===== config.mk =====
export PLATFORM = sky130hd
export DESIGN_NAME = lru_page_replacement
export DESIGN_NICKNAME = d
export VERILOG_FILES = /design/src/rtl/lru_pkg.sv /design/src/rtl/lru_cmp.sv /design/src/rtl/lru_page_replacement.sv
export VERILOG_INCLUDE_DIRS = /design/src /design/src/rtl
export SDC_FILE = /design/constraint.sdc
export NUM_CORES = 1
export LEC_CHECK = 0
export BUFFER_PORTS_ARGS = -buffer_cell sky130_fd_sc_hd__buf_2
export CORE_ASPECT_RATIO = 0.7
export CORE_MARGIN = 2
export CORE_UTILIZATION = 55
export DETAILED_ROUTE_END_ITERATION = 8
export PLACE_DENSITY_LB_ADDON = 0.25
export SLEW_MARGIN = 0
export SYNTH_ARGS = -nofsm -noshare
export SYNTH_HDL_FRONTEND = slang
export SYNTH_HIERARCHICAL = 1
export SYNTH_SLANG_ARGS = --single-unit

===== constraint.sdc =====
create_clock -name clk_i -period 7.36 [get_ports clk_i]
set_input_delay 0.736 -clock clk_i [delete_from_list [all_inputs] [get_ports clk_i]]
set_output_delay 0.736 -clock clk_i [all_outputs]
set_load 0.005 [all_outputs]

===== src/rtl/lru_page_replacement_defines.svh =====
`ifndef LRU_PAGE_REPLACEMENT_DEFINES_SVH
`define LRU_PAGE_REPLACEMENT_DEFINES_SVH

// Same-cycle implication, clocked on clk_i, off during reset.
`define LRU_ASSERT_IMP(lbl, ante, cons, msg) \
  lbl: assert property (@(posedge clk_i) disable iff (!rst_ni) (ante) |-> (cons)) \
    else $error(msg);

// Next-cycle implication, clocked on clk_i, off during reset.
`define LRU_ASSERT_NXT(lbl, ante, cons, msg) \
  lbl: assert property (@(posedge clk_i) disable iff (!rst_ni) (ante) |=> (cons)) \
    else $error(msg);

`endif


===== src/rtl/lru_pkg.sv =====
`default_nettype none

package lru_pkg;

  localparam int FRAMES = 8;
  localparam int IDX_W  = (FRAMES > 1) ? $clog2(FRAMES) : 1;
  localparam int CNT_W  = $clog2(FRAMES + 1);

  localparam int PAGE_W = 8;
  localparam int AGE_W  = 16;
  localparam int MISS_W = 32;
  localparam int CFG_W  = 4;
  localparam int FIDX_W = 3;

  localparam logic [CFG_W-1:0] CFG_RESET = 4'd8;

  typedef struct packed {
    logic             match;
    logic             greater;
    logic [AGE_W-1:0] age_inc;
  } cmp_res_t;

endpackage

`default_nettype wire


===== src/rtl/lru_cmp.sv =====
`default_nettype none

module lru_cmp (
  input  logic [lru_pkg::PAGE_W-1:0] page_a_i,
  input  logic [lru_pkg::PAGE_W-1:0] page_b_i,
  input  logic [lru_pkg::AGE_W-1:0]  age_i,
  input  logic [lru_pkg::AGE_W-1:0]  best_age_i,
  output lru_pkg::cmp_res_t          res_o
);

  logic [lru_pkg::AGE_W-1:0] age_inc;

  always_comb begin
    if (age_i == '1) begin
      age_inc = age_i;
    end else begin
      age_inc = age_i + 1'b1;
    end
  end

  assign res_o.age_inc = age_inc;
  assign res_o.match   = (page_a_i == page_b_i);
  assign res_o.greater = (age_inc > best_age_i);

endmodule

`default_nettype wire


===== src/rtl/lru_page_replacement.sv =====
// Channel  Dir  Handshake                Payload
// in       in   in_valid_i / in_ready_o  page_number_i
// out      out  out_valid_o / out_ready_i hit_o, frame_index_o, evicted_valid_o,
//                                         evicted_page_o, miss_total_o
// cfg      in   cfg_we_i                 cfg_wdata_i (frames_in_use)
//
// A reference is taken in idle, then scans the filled frames one per cycle through
// the shared age/compare unit, then moves to the update state and back to idle.
// The update cycle waits while the output register holds an untaken result.
// Asynchronous active-low reset empties all frames, clears ages and the miss count.
`default_nettype none

module lru_page_replacement (
  input  logic                        clk_i,
  input  logic                        rst_ni,
  input  logic                        in_valid_i,
  output logic                        in_ready_o,
  input  logic [lru_pkg::PAGE_W-1:0]  page_number_i,
  output logic                        out_valid_o,
  input  logic                        out_ready_i,
  output logic                        hit_o,
  output logic [lru_pkg::FIDX_W-1:0]  frame_index_o,
  output logic                        evicted_valid_o,
  output logic [lru_pkg::PAGE_W-1:0]  evicted_page_o,
  output logic [lru_pkg::MISS_W-1:0]  miss_total_o,
  input  logic                        cfg_we_i,
  input  logic [lru_pkg::CFG_W-1:0]   cfg_wdata_i
);

  `include "lru_page_replacement_defines.svh"

  typedef enum logic [1:0] {S_IDLE, S_SCAN, S_UPDATE} state_e;

  state_e                       state_q;
  logic [lru_pkg::PAGE_W-1:0]   page_q;
  logic [lru_pkg::CNT_W-1:0]    idx_q;
  logic                         hit_q;
  logic [lru_pkg::IDX_W-1:0]    hit_idx_q;
  logic [lru_pkg::IDX_W-1:0]    best_idx_q;
  logic [lru_pkg::AGE_W-1:0]    best_age_q;
  logic [lru_pkg::CNT_W-1:0]    filled_q;
  logic [lru_pkg::MISS_W-1:0]   miss_q;
  logic [lru_pkg::CFG_W-1:0]    cfg_q;
  logic [lru_pkg::AGE_W-1:0]    frame_age_q [lru_pkg::FRAMES];
  logic [lru_pkg::PAGE_W-1:0]   frame_page_q [lru_pkg::FRAMES];

  logic                         out_valid_q;
  logic                         hit_out_q;
  logic [lru_pkg::FIDX_W-1:0]   frame_out_q;
  logic                         ev_valid_q;
  logic [lru_pkg::PAGE_W-1:0]   ev_page_q;
  logic [lru_pkg::MISS_W-1:0]   miss_out_q;

  logic [lru_pkg::IDX_W-1:0]    rd_idx;
  logic [lru_pkg::CNT_W-1:0]    cap;
  logic                         has_free;
  logic [lru_pkg::IDX_W-1:0]    wr_idx;
  logic                         out_free;
  logic                         commit;
  logic [lru_pkg::MISS_W-1:0]   miss_d;
  logic [lru_pkg::CNT_W-1:0]    idx_d;
  lru_pkg::cmp_res_t            cmp_res;

  assign rd_idx   = idx_q[lru_pkg::IDX_W-1:0];
  assign out_free = !out_valid_q || out_ready_i;
  assign commit   = (state_q == S_UPDATE) && out_free;
  assign idx_d    = idx_q + 1'b1;

  always_comb begin
    if (cfg_q == '0) begin
      cap = lru_pkg::CNT_W'(1);
    end else if (int'(cfg_q) > lru_pkg::FRAMES) begin
      cap = lru_pkg::CNT_W'(lru_pkg::FRAMES);
    end else begin
      cap = lru_pkg::CNT_W'(cfg_q);
    end
  end

  assign has_free = (filled_q < cap);
  assign wr_idx   = has_free ? filled_q[lru_pkg::IDX_W-1:0] : best_idx_q;
  assign miss_d   = (miss_q == '1) ? miss_q : miss_q + 1'b1;

  lru_cmp u_cmp (
    .page_a_i   (page_q),
    .page_b_i   (frame_page_q[rd_idx]),
    .age_i      (frame_age_q[rd_idx]),
    .best_age_i (best_age_q),
    .res_o      (cmp_res)
  );

  always_ff @(posedge clk_i or negedge rst_ni) begin
    if (!rst_ni) begin
      state_q     <= S_IDLE;
      idx_q       <= '0;
      hit_q       <= 1'b0;
      filled_q    <= '0;
      miss_q      <= '0;
      cfg_q       <= lru_pkg::CFG_RESET;
      out_valid_q <= 1'b0;
      for (int i = 0; i < lru_pkg::FRAMES; i++) begin
        frame_age_q[i] <= '0;
      end
    end else begin
      if (cfg_we_i) begin
        cfg_q <= cfg_wdata_i;
      end
      if (out_ready_i && !commit) begin
        out_valid_q <= 1'b0;
      end
      case (state_q)
        S_IDLE: begin
          if (in_valid_i) begin
            page_q <= page_number_i;
            idx_q  <= '0;
            hit_q  <= 1'b0;
            state_q <= (filled_q == '0) ? S_UPDATE : S_SCAN;
          end
        end
        S_SCAN: begin
          frame_age_q[rd_idx] <= cmp_res.age_inc;
          if (cmp_res.match && !hit_q) begin
            hit_q     <= 1'b1;
            hit_idx_q <= rd_idx;
          end
          if (idx_q == '0 || cmp_res.greater) begin
            best_idx_q <= rd_idx;
            best_age_q <= cmp_res.age_inc;
          end
          idx_q <= idx_d;
          if (idx_d == filled_q) begin
            state_q <= S_UPDATE;
          end
        end
        S_UPDATE: begin
          if (out_free) begin
            out_valid_q <= 1'b1;
            state_q     <= S_IDLE;
            if (hit_q) begin
              frame_age_q[hit_idx_q] <= '0;
              hit_out_q   <= 1'b1;
              frame_out_q <= lru_pkg::FIDX_W'(hit_idx_q);
              ev_valid_q  <= 1'b0;
              ev_page_q   <= '0;
              miss_out_q  <= miss_q;
            end else begin
              frame_age_q[wr_idx] <= '0;
              miss_q      <= miss_d;
              miss_out_q  <= miss_d;
              hit_out_q   <= 1'b0;
              frame_out_q <= lru_pkg::FIDX_W'(wr_idx);
              if (has_free) begin
                filled_q   <= filled_q + 1'b1;
                ev_valid_q <= 1'b0;
                ev_page_q  <= '0;
              end else begin
                ev_valid_q <= 1'b1;
                ev_page_q  <= frame_page_q[best_idx_q];
              end
            end
          end
        end
        default: begin
          state_q <= S_IDLE;
        end
      endcase
    end
  end

  always_ff @(posedge clk_i) begin
    if (commit && !hit_q) begin
      frame_page_q[wr_idx] <= page_q;
    end
  end

  assign in_ready_o      = (state_q == S_IDLE);
  assign out_valid_o     = out_valid_q;
  assign hit_o           = hit_out_q;
  assign frame_index_o   = frame_out_q;
  assign evicted_valid_o = ev_valid_q;
  assign evicted_page_o  = ev_page_q;
  assign miss_total_o    = miss_out_q;

  `LRU_ASSERT_NXT(a_busy_after_accept, in_valid_i && in_ready_o, !in_ready_o,
    "block took a second reference while busy")
  `LRU_ASSERT_IMP(a_fill_step, filled_q != $past(filled_q),
    filled_q == $past(filled_q) + 1'b1, "filled count moved by other than one")
  `LRU_ASSERT_IMP(a_miss_on_update, miss_q != $past(miss_q),
    $past(state_q == S_UPDATE) && !$past(hit_q), "miss count moved outside a miss update")
  `LRU_ASSERT_IMP(a_evict_needs_frames, out_valid_o && evicted_valid_o,
    !hit_o && filled_q != '0, "eviction reported with hit or empty frames")

endmodule

`default_nettype wire

==> results of run 1 <==
-- where the power goes --
group          internal [mW]  switching (mW)
combinational          0.828            1.43
clock                  0.835           0.668
sequential              2.27           0.293
-- cell usage in the layout, fill, tap and decap left out, drive strengths merged, types with 5 or more instances in the layout --
| master | count |
|---|---|
| dfrtp | 175 |
| edfxtp | 139 |
| a22o | 117 |
| nand2 | 100 |
| buf | 86 |
| nor2 | 85 |
| xnor2 | 70 |
| a21oi | 48 |
| clkbuf | 42 |
| o21ai | 30 |
| mux2i | 29 |
| mux4 | 26 |
| nand4 | 26 |
| nand3 | 26 |
| ha | 25 |
| inv | 23 |
| nor3 | 22 |
| a22oi | 21 |
| mux2 | 20 |
| a221oi | 19 |
| xor2 | 18 |
| and3 | 17 |
| clkinv | 14 |
| a31oi | 9 |
| nand2b | 8 |
| nor4 | 8 |
| o221ai | 7 |
| and2 | 7 |
| o211ai | 6 |
| nor2b | 5 |
| or4 | 5 |
-- synthesized netlist by cell type, drive strengths merged (3+ instances only) --
cell type and instances:
a22o 117, o21ai 30, nand2b 8, and3 17, a31oi 9, and2 7, mux2 20, or4 5
buf 40, and4 4, a221oi 19, o211ai 6, nor4 8, xnor2 70, clkbuf 40, a21oi 48
nor3b 4, nor2b 5, nand2 100, edfxtp 139, nor2 85, ha 25, a22oi 21, o21a 4
xor2 18, mux2i 29, inv 23, nor3 22, dfrtp 175, a21o 3, o22ai 4, o221ai 7
mux4 26, nand4 26, nand3 26
-- stage by stage --
| stage | setup WS (ns) | instances | instance area (um2) | power, mW |
|---|---|---|---|---|
| CTS | 1.54 | 1639 | 16600 | 6.27 |
| finish | 1.38 | 1639 | 16600 | 6.32 |
| floorplan | 1.83 | 1213 | 15000 | 4.04 |
| global route | 1.02 | 1639 | 16600 | 6.62 |
| global placement | 1.91 | 1583 | 15700 | 4.72 |
| detailed placement | 1.58 | 1583 | 15700 | 4.76 |
-- routing by layer --
layer,vias to the layer above,global-route usage [%]
met4,0,7.16
li1,4638,-
met5,-,0
met3,77,9.48
met2,611,38.0
met1,5363,45.4
-- worst paths after layout --
check,start,cells past startpoint,slack [ns],to
setup / recovery,idx_q[0]$_DFFE_PN0P_,18,1.38,best_age_q[6]$_DFFE_PP_
hold / removal,rst_ni,1,0.08,miss_q[23]$_DFFE_PN0P_
setup reg to reg,idx_q[0]$_DFFE_PN0P_,18,1.38,best_age_q[6]$_DFFE_PP_
hold reg to reg,frame_age_q[31]$_DFFE_PN0P_,1,0.50,frame_age_q[31]$_DFFE_PN0P_
max in group asynchronous,rst_ni,2,6.00,idx_q[2]$_DFFE_PN0P_
min in group clk_i,page_number_i[5],1,0.33,page_q[5]$_DFFE_PP_
-- cell type report --
cell class              instances  area, um2  share of cell area [%]
flip-flops and latches        315       8580                    51.6
multi-input cells             793       6050                    36.3
repair buffers                 86        507                    3.05
clock buffers                  42        847                    5.09
inverters                      25       93.8                   0.564
clock inverters                14        100                   0.602
well taps                     364        455                    2.74
-- logic make-up after synthesis --
group / after synthesis / synth area share, %
AOI/OAI and AO/OA: 283 / 14.3
xor gates and xnor gates: 88 / 5.18
adders and majority gates: 25 / 2.08
buffers and inverters: 105 / 2.97
DFF: 315 / 57.1
muxes: 75 / 7.33
and+or+nand+nor: 322 / 11.0
-- registers in the layout, indices dropped and copies added (netlist names) --
signal           cells
state_q              2
miss_q              32
idx_q                4
page_q               8
best_age_q          16
hit_o                1
out_valid_o          1
evicted_page_o       8
frame_page_q        64
hit_q                1
evicted_valid_o      1
hit_idx_q            3
best_idx_q           3
frame_index_o        3
frame_age_q        128
miss_total_o        32
cfg_q                4
filled_q             4
-- worst max-delay path: stages (launching register included) --
cell	delay (ns)
sky130_fd_sc_hd__dfrtp_2	0.66
sky130_fd_sc_hd__inv_2	0.32
sky130_fd_sc_hd__nor2_1	0.61
sky130_fd_sc_hd__a221oi_1	0.21
sky130_fd_sc_hd__o21ai_0	0.20
sky130_fd_sc_hd__buf_4	0.18
sky130_fd_sc_hd__ha_1	0.17
sky130_fd_sc_hd__and3_1	0.31
sky130_fd_sc_hd__nand4_4	0.23
sky130_fd_sc_hd__or2_1	0.44
sky130_fd_sc_hd__a21oi_2	0.53
sky130_fd_sc_hd__ha_1	0.23
sky130_fd_sc_hd__nand4_1	0.21
sky130_fd_sc_hd__a311oi_1	0.33
sky130_fd_sc_hd__a211oi_1	0.09
sky130_fd_sc_hd__a31oi_1	0.31
sky130_fd_sc_hd__a21oi_1	0.10
sky130_fd_sc_hd__nor2_2	0.20
sky130_fd_sc_hd__buf_4	0.30
==> impl_results.md, run 1 <==
- Result of the run: finished, final reports clean
- Endpoint class of the critical path: register
- PwrDens: about 380 nW/um2
- Mean instance size in the synthesized netlist: roughly 12 um2
- Number of buffers inserted to repair setup after CTS: 0
- Clock Pin Slew Worst Setup and Hold Paths: about 0.060 ns
- Core outline area: roughly 27000 um2
- CTS resizes: 0
- Share of the core filled with cells in the final layout: 62.1%
- Cell area after synthesis: between 15000 and 20000 um2
- Accumulated negative setup slack: 0 ns
- Post-detailed-placement half-perimeter wirelength: 26500 um
- Maximum number of pins on one net before global-route repair: 140
- Count of flip-flops with a built-in enable after synthesis: roughly 140
- Layout cell share with drive strength beyond 1: between 10% and 20%
- Async set-or-reset flop fraction in the synthesized netlist: between 50% and 60%
- Unrepaired setup endpoints after global routing: false
- Kind of start point of the critical path: register
- Cell taking the most area after synthesis: sky130_fd_sc_hd__dfrtp_1
- Boundary Pins: 64
- Post-synth top area share: approximately 29%
- Synthesized netlist cell count: between 1000 and 1500
- Die ar.: around 29000 um2
- Cell types with the largest area share after synthesis: sky130_fd_sc_hd__dfrtp_1, sky130_fd_sc_hd__edfxtp_1, sky130_fd_sc_hd__a22o_1, sky130_fd_sc_hd__xnor2_1, sky130_fd_sc_hd__mux4_2
- Transition time at the pin with the least slew margin: approximately 1.2 ns
- Critical Setup Path Class: register to register
- Via count: 10689
- CP Max Fanout: 20
- Overall die height: between 100 and 150 um
- Cts bufs inserted: 30
- Hold-fix buffer count after cts: 0
- TritonCTS clock tree: yes
- Top flip-flop cell by instance count after synthesis: sky130_fd_sc_hd__dfrtp_1
- Number of nets in the layout: 1293
- Clk sinks: 315
- Detail Route met2 WL: ~16000 um
- Root buffer selected by CTS: sky130_fd_sc_hd__clkbuf_16
- Final critical-path required period: about 6.0 ns
- Post-detailed-route DRC marker count: 0
- Highest metal layer with signal wires: met4
- Global placement routability congestion: between 0.9 and 1
- Count of TritonRoute iterations in the first routing pass: 6
- Wire length of the first global-routing pass: 62800 um
- Count of fill cells added during filler insertion: around 2100
- Count of input and output buffers: 63
- Width of the chip: just over 200 um
- Average wire per cell in the routed design: roughly 25 um
- Number of hold-slack violations in the final timing report: 0
- Worst slew margin relative to its limit: between 10% and 20%
- Antenna Violating Nets Remaining: 0
- Worst IR drop on VDD: around 280 uV
- Signed area change from the synthesized netlist to the final layout: 10.7%
- Max H-tree Level: 1
- Total routing resource utilization after global routing: between 20 and 30%
- Setup clock skew after layout: 0.0137 ns
- Leakage: about 6.7 nW
- Std-Cell Rows: 50
- Net count after synthesis: 1255
- Total congestion overflow: 0
- Class of the tightest hold or removal check: input port to asynchronous set/reset pin
- Achievable frequency: roughly 170 MHz
- Clock network latency to the later pin of the worst-skew pair: approximately 0.58 ns
- Final count of negative-setup-slack endpoints: 0
- Worst path required time: 7.62 ns
- Part of the cycle the worst path needs: 81.2%
- Antenna cell count: 0
- Buffer depth of the longest clock path: 3
- Yosys warnings: 6
- Post-synthesis register bit count: between 300 and 400
- Fraction of the yosys area taken by sequential cells: a little under three fifths
- Post-synth cell types: 74
- Signal arrival time at the worst endpoint: approximately 6.2 ns
- DRC marker count from the first detailed-route iteration: ~1200
- Via count of the first global-routing pass: approximately 10000
- Maxcap violations: 0
- Hold Worst Slack: 0.0780 ns
- Wire length on met3: 4940 um
- Per-cell via count in the routed design: about 6.5
- Post-route met1 wirelength: approximately 19000 um
- Overall routed net length: 40800 um
- Initial standard-cell utilization of the core: a little under three fifths
- Initial antenna violation count: 0
- Final Max Tran Viols: 0
Power figures use the tool's default switching activity.
==> run 2, diff against run 1 <==
==> constraint.sdc (replaced) <==
create_clock -name clk_i -period 5.9 [get_ports clk_i]
set_input_delay 0.59 -clock clk_i [delete_from_list [all_inputs] [get_ports clk_i]]
set_output_delay 0.59 -clock clk_i [all_outputs]
set_load 0.005 [all_outputs]
==> impl_results.md, run 2 (synthesis gave the netlist of run 1 again) <==
- Signed area change from the synthesized netlist to the final layout: 12.3%
- Register with the highest flop count: frame_age_q
- Average wire per cell in the routed design: 24.6 um (-1.2%)
- Leakage: 6.81 nW (+1.9%)
- Flip-flop count of the largest register, all copies and words added: 128 (unchanged)
- Initial antenna violation count: 0 (unchanged)
- Achievable frequency: 194 MHz (+16%)
- Worst IR drop on VDD: 284 uV (+2.8%)
- Antenna Violating Nets Remaining: 0 (unchanged)
- Final worst setup slack: 0.755 ns (-0.629 ns)
- Via count of the first global-routing pass: 10575 (+3.8%)
- Setup clock skew after layout: 0.0230 ns (+0.00929 ns)
- TritonCTS clock tree: yes
- Final Max Tran Viols: 0 (unchanged)
- Part of the cycle the worst path needs: 87.2% (+6.0 points)
- Via count: 10841 (+1.4%)
- Count of input and output buffers: 63 (unchanged)
- Share of the core filled with cells in the final layout: 63.0% (+0.92 points)
- Most frequent cells in the layout: sky130_fd_sc_hd__dfrtp_1, sky130_fd_sc_hd__edfxtp_1, sky130_fd_sc_hd__a22o_1
- Cell chain of the critical path: nor2_1, buf_4, a21oi_1, o221ai_1, ha_1, and3_1, nand4_4, nor2_1, mux2_2, ha_1, nor2b_1, o211ai_1, a2111o_1, a31oi_1, a21oi_1, nor2_2, buf_4
- PwrDens: 481 nW/um2 (+27%)
- Number of buffers inserted to repair setup after CTS: 0 (unchanged)
- Hold-fix buffer count after cts: 1 (+1)
- Master of the slowest instance on the critical path: sky130_fd_sc_hd__dfrtp_2
- Post-detailed-route DRC marker count: 0 (unchanged)
- Overall routed net length: 40800 um (about the same)
- Cts bufs inserted: 30 (unchanged)
- Root buffer selected by CTS: sky130_fd_sc_hd__clkbuf_16
- Clock Pin Slew Worst Setup and Hold Paths: 0.07 ns (about the same)
- Final instance count without filler cells: 1660 (+1.3%)
- Core outline area: 26800 um2 (unchanged)
- Layout cell share with drive strength beyond 1: 18.8% (+2.0 points)
- Most frequent standard cell in the layout excluding fill and tap cells: sky130_fd_sc_hd__dfrtp_1
- Clock network latency to the later pin of the worst-skew pair: 0.59 ns (about the same)
- Final instance area: 16900 um2 (+1.5%)
- Final count of negative-setup-slack endpoints: 0 (unchanged)
- DRC marker count from the first detailed-route iteration: 1527 (+24%)
- Number of hold-slack violations in the final timing report: 0 (unchanged)
- Std-Cell Rows: 50 (unchanged)
- Total routing resource utilization after global routing: 29.1% (+0.27 points)
- Clk sinks: 315 (unchanged)
- Max stage delay on crit path: 0.57 ns (-0.09 ns)
- Maximum number of pins on one net before global-route repair: 132 (-5.7%)
- Transition time at the pin with the least slew margin: 1.20 ns (-0.0135 ns)
- Final critical-path required period: 5.14 ns (-0.831 ns)
- Worst slew margin relative to its limit: 20.3% (+0.90 points)
- Registers with the most flip-flops: frame_age_q (128), frame_page_q (64)
- Global placement routability congestion: 0.919 (-2.4%)
- Post-detailed-placement half-perimeter wirelength: 27200 um (+2.7%)
- Number of nets in the layout: 1314 (+1.6%)
- Signal arrival time at the worst endpoint: 5.41 ns (-0.83 ns)
- CTS resizes: 0 (unchanged)
- Unrepaired setup endpoints after global routing: false
- Worst slack at placement: 0.852 ns (-0.729 ns)
- Antenna cell count: 0 (unchanged)
- Count of TritonRoute iterations in the first routing pass: 6 (unchanged)
- Class of the tightest hold or removal check: input port to register
- Critical Setup Path Class: register to register
- Wire length of the first global-routing pass: 63800 um (+1.5%)
- Buffer depth of the longest clock path: 3 (unchanged)
- CP Max Fanout: 16 (-20%)
- Accumulated negative setup slack: 0 ns (unchanged)
- Maxcap violations: 0 (unchanged)
- Boundary Pins: 64 (unchanged)
- Kind of start point of the critical path: register
- Max H-tree Level: 1 (unchanged)
- Number of buffer and inverter stages on the critical path: 2 (-1)
- Width of the chip: 202 um (unchanged)
- Die ar.: 28700 um2 (unchanged)
- Per-cell via count in the routed design: 6.53 (+0.14%)
- Total congestion overflow: 0 (unchanged)
- Instance area after placement: 15800 um2 (+1.0%)
- Overall die height: 142 um (unchanged)
- Initial standard-cell utilization of the core: 56.1% (unchanged)
- Endpoint class of the critical path: register
- Worst path required time: 6.17 ns (-1.45 ns)
- Post-Place Cells: 1603 (+1.3%)
- Final Power: 8.11 mW (+28%)
- Result of the run: finished, final reports clean
- Hold Worst Slack: 0.170 ns (+0.0921 ns)
- Dominant delay contributor by cell family on the critical path: simple AND/OR/NAND/NOR gates
## run 2: final cells by class
cell class	count	area, um2
fillers	2092	9900
flip-flops and latches	315	8580
multi-input cells	793	6050
clock buffers	34	776
repair buffers	107	679
well taps	364	455
clock inverters	22	244
inverters	25	93.8
## run 2: worst paths after layout
| kind | from | cells after the start | end | slack [ns] |
|---|---|---|---|---|
| hold / removal | page_number_i[7] | 1 | page_q[7]$_DFFE_PP_ | 0.17 |
| setup / recovery | idx_q[2]$_DFFE_PN0P_ | 17 | best_age_q[6]$_DFFE_PP_ | 0.76 |
| setup reg to reg | idx_q[2]$_DFFE_PN0P_ | 17 | best_age_q[6]$_DFFE_PP_ | 0.76 |
| min in group asynchronous | rst_ni | 2 | miss_q[29]$_DFFE_PN0P_ | 0.50 |
| max in group asynchronous | rst_ni | 3 | idx_q[0]$_DFFE_PN0P_ | 4.27 |
| hold reg to reg | frame_age_q[127]$_DFFE_PN0P_ | 1 | frame_age_q[127]$_DFFE_PN0P_ | 0.50 |
## run 2: report_power, final
part	internal [mW]	switching [mW]	total [mW]
combinational	1.12	1.79	2.92
clock	1.13	0.879	2.01
sequential	2.83	0.365	3.19
## run 2: routing by layer
metal / wire length (um) / track usage [%] / vias to the layer above
met1: 18300 / 45.4 / 5396
met4: 765 / 6.27 / 0
li1: - / - / 4685
met2: 16500 / 39.5 / 693
met5: 0 / 0 / -
met3: 5140 / 9.29 / 67
==> run 3, diff against run 2 <==
--- a/config.mk
+++ b/config.mk
@@ -9,9 +9,10 @@
 export BUFFER_PORTS_ARGS = -buffer_cell sky130_fd_sc_hd__buf_2
 export CORE_ASPECT_RATIO = 0.7
 export CORE_MARGIN = 2
-export CORE_UTILIZATION = 55
+export CORE_UTILIZATION = 60
 export DETAILED_ROUTE_END_ITERATION = 8
 export PLACE_DENSITY_LB_ADDON = 0.25
+export REMOVE_ABC_BUFFERS = 1
 export SLEW_MARGIN = 0
 export SYNTH_ARGS = -nofsm -noshare
 export SYNTH_HDL_FRONTEND = slang
==> impl_results.md, run 3 (synthesis gave the netlist of run 1 again) <==
- Part of the cycle the worst path needs: 90.6% (+3.4 points)
- Post-Place Cells: 1557 (-2.9%)
- Wire length of the first global-routing pass: 62700 um (-1.6%)
- Worst slack at placement: 0.698 ns (-0.155 ns)
- Worst IR drop on VDD: 365 uV (+28%)
- Via count of the first global-routing pass: 10484 (-0.86%)
- Count of input and output buffers: 63 (unchanged)
- Final count of negative-setup-slack endpoints: 0 (unchanged)
- Total congestion overflow: 0 (unchanged)
- Final worst setup slack: 0.556 ns (-0.199 ns)
- Final instance area: 16700 um2 (-0.92%)
- Class of the tightest hold or removal check: input port to asynchronous set/reset pin
- Overall die height: 136 um (-4.1%)
- Cts bufs inserted: 29 (-3.3%)
- Maximum number of pins on one net before global-route repair: 76 (-42%)
- DRC marker count from the first detailed-route iteration: 1485 (-2.8%)
- Global placement routability congestion: 0.924 (+0.52%)
- Instance area after placement: 15700 um2 (-0.76%)
- Registers with the most flip-flops: frame_age_q (128), frame_page_q (64)
- Worst slew margin relative to its limit: 6.94% (-13 points)
- Number of hold-slack violations in the final timing report: 0 (unchanged)
- Clock network latency to the later pin of the worst-skew pair: 0.56 ns (-0.03 ns)
- PwrDens: 482 nW/um2 (+0.17%)
- Initial antenna violation count: 0 (unchanged)
- Number of nets in the layout: 1305 (-0.68%)
- Achievable frequency: 187 MHz (-3.7%)
- Post-detailed-route DRC marker count: 0 (unchanged)
- Overall routed net length: 40700 um (-0.20%)
- Antenna cell count: 0 (unchanged)
- Count of fill cells added during filler insertion: 1761 (-16%)
- Boundary Pins: 64 (unchanged)
- Critical Setup Path Class: register to register
- Antenna Violating Nets Remaining: 0 (unchanged)
- Number of buffers inserted to repair setup after CTS: 0 (unchanged)
- Std-Cell Rows: 48 (-4.0%)
- Signal arrival time at the worst endpoint: 5.59 ns (+0.18 ns)
- Root buffer selected by CTS: sky130_fd_sc_hd__clkbuf_16
- Kind of start point of the critical path: register
- CTS resizes: 0 (unchanged)
- Most frequent cells in the layout: sky130_fd_sc_hd__dfrtp_1, sky130_fd_sc_hd__edfxtp_1, sky130_fd_sc_hd__a22o_1
- Total routing resource utilization after global routing: 31.7% (+2.6 points)
- Final Max Tran Viols: 0 (unchanged)
- Register with the highest flop count: frame_age_q
- Post-detailed-placement half-perimeter wirelength: 26600 um (-2.1%)
- Via count: 10856 (+0.14%)
- Final instance count without filler cells: 1611 (-3.0%)
- Count of TritonRoute iterations in the first routing pass: 8 (+2)
- Maxcap violations: 0 (unchanged)
- Core outline area: 24600 um2 (-8.0%)
- Initial standard-cell utilization of the core: 61.0% (+4.9 points)
- Final Power: 8.05 mW (-0.75%)
- Clock Pin Slew Worst Setup and Hold Paths: 0.07 ns (about the same)
- Average wire per cell in the routed design: 25.3 um (+2.8%)
- TritonCTS clock tree: yes
- Die ar.: 26400 um2 (-8.1%)
- Worst path required time: 6.15 ns (-0.02 ns)
- Per-cell via count in the routed design: 6.74 (+3.2%)
- Signed area change from the synthesized netlist to the final layout: 11.3%
- Setup clock skew after layout: 0.0121 ns (-0.0109 ns)
- Result of the run: finished, final reports clean
- Hold-fix buffer count after cts: 0 (-1)
- Leakage: 6.78 nW (-0.49%)
- Width of the chip: 193 um (-4.2%)
- Most frequent standard cell in the layout excluding fill and tap cells: sky130_fd_sc_hd__dfrtp_1
- Transition time at the pin with the least slew margin: 1.39 ns (+0.192 ns)
- CP Max Fanout: 16 (unchanged)
- Unrepaired setup endpoints after global routing: false
- Buffer depth of the longest clock path: 3 (unchanged)
- Hold Worst Slack: 0.0235 ns (-0.147 ns)
- Endpoint class of the critical path: register
- Final critical-path required period: 5.34 ns (+0.199 ns)
- Layout cell share with drive strength beyond 1: 18.4% (-0.40 points)
- Max H-tree Level: 1 (unchanged)
- Flip-flop count of the largest register, all copies and words added: 128 (unchanged)
- Clk sinks: 315 (unchanged)
## run 3: path summary, 6_finish.rpt
kind	start	end	slack (ns)	cells after the start
worst max-delay path	idx_q[1]$_DFFE_PN0P_	best_age_q[11]$_DFFE_PP_	0.56	19
worst min-delay path	rst_ni	filled_q[3]$_DFFE_PN0P_	0.02	1
worst max register to register	idx_q[1]$_DFFE_PN0P_	best_age_q[11]$_DFFE_PP_	0.56	19
worst min register to register	frame_age_q[114]$_DFFE_PN0P_	frame_age_q[114]$_DFFE_PN0P_	0.49	1
max in group asynchronous	rst_ni	idx_q[1]$_DFFE_PN0P_	4.39	2
min in group clk_i	page_number_i[5]	page_q[5]$_DFFE_PP_	0.20	1
## run 3: layout make-up
cell class | count | area (um2) | area share, %
Tap cell | 325 | 407 | 2.43
Sequential cell | 315 | 8580 | 51.3
Clock buffer | 36 | 815 | 4.87
Timing Repair Buffer | 99 | 604 | 3.61
Inverter | 25 | 93.8 | 0.561
Multi-Input combinational cell | 793 | 6040 | 36.1
Clock inverter | 18 | 180 | 1.08
## run 3: power breakdown
part / switching, mW / internal (mW) / leakage [nW]
clock network: 0.845 / 1.12 / 0.489
registers: 0.352 / 2.83 / 3.61
logic: 1.81 / 1.10 / 2.68
## run 3: worst max-delay path, cell delays in order, from the launching register on
cell                       delay (ns)
sky130_fd_sc_hd__dfrtp_2         0.48
sky130_fd_sc_hd__clkinv_1        0.12
sky130_fd_sc_hd__nor2_1          0.72
sky130_fd_sc_hd__a22o_1          0.26
sky130_fd_sc_hd__a222oi_1        0.06
sky130_fd_sc_hd__o21ai_0         0.11
sky130_fd_sc_hd__buf_4           0.18
sky130_fd_sc_hd__ha_1            0.16
sky130_fd_sc_hd__and3_1          0.29
sky130_fd_sc_hd__nand4_4         0.23
sky130_fd_sc_hd__nor2_1          0.27
sky130_fd_sc_hd__mux2_2          0.48
sky130_fd_sc_hd__ha_1            0.33
sky130_fd_sc_hd__nor2b_1         0.12
sky130_fd_sc_hd__o211ai_1        0.10
sky130_fd_sc_hd__a2111o_1        0.38
sky130_fd_sc_hd__a31oi_1         0.18
sky130_fd_sc_hd__a21oi_1         0.07
sky130_fd_sc_hd__nor2_2          0.20
sky130_fd_sc_hd__buf_4           0.29
## run 3: through the flow
step	util, %	setup TNS, ns
global placement	63.9	0
detailed placement	63.9	0
finish	67.9	0
CTS	67.9	0
floorplan	-	-17.52
global route	67.9	0
## run 3: metal layers
metal	vias to the layer above	routed length, um	GRT usage (%)
met1	5432	18100	49.9
li1	4665	-	-
met2	678	16800	42.3
met4	0	909	8.54
met3	81	4900	9.34
met5	-	0	0.769
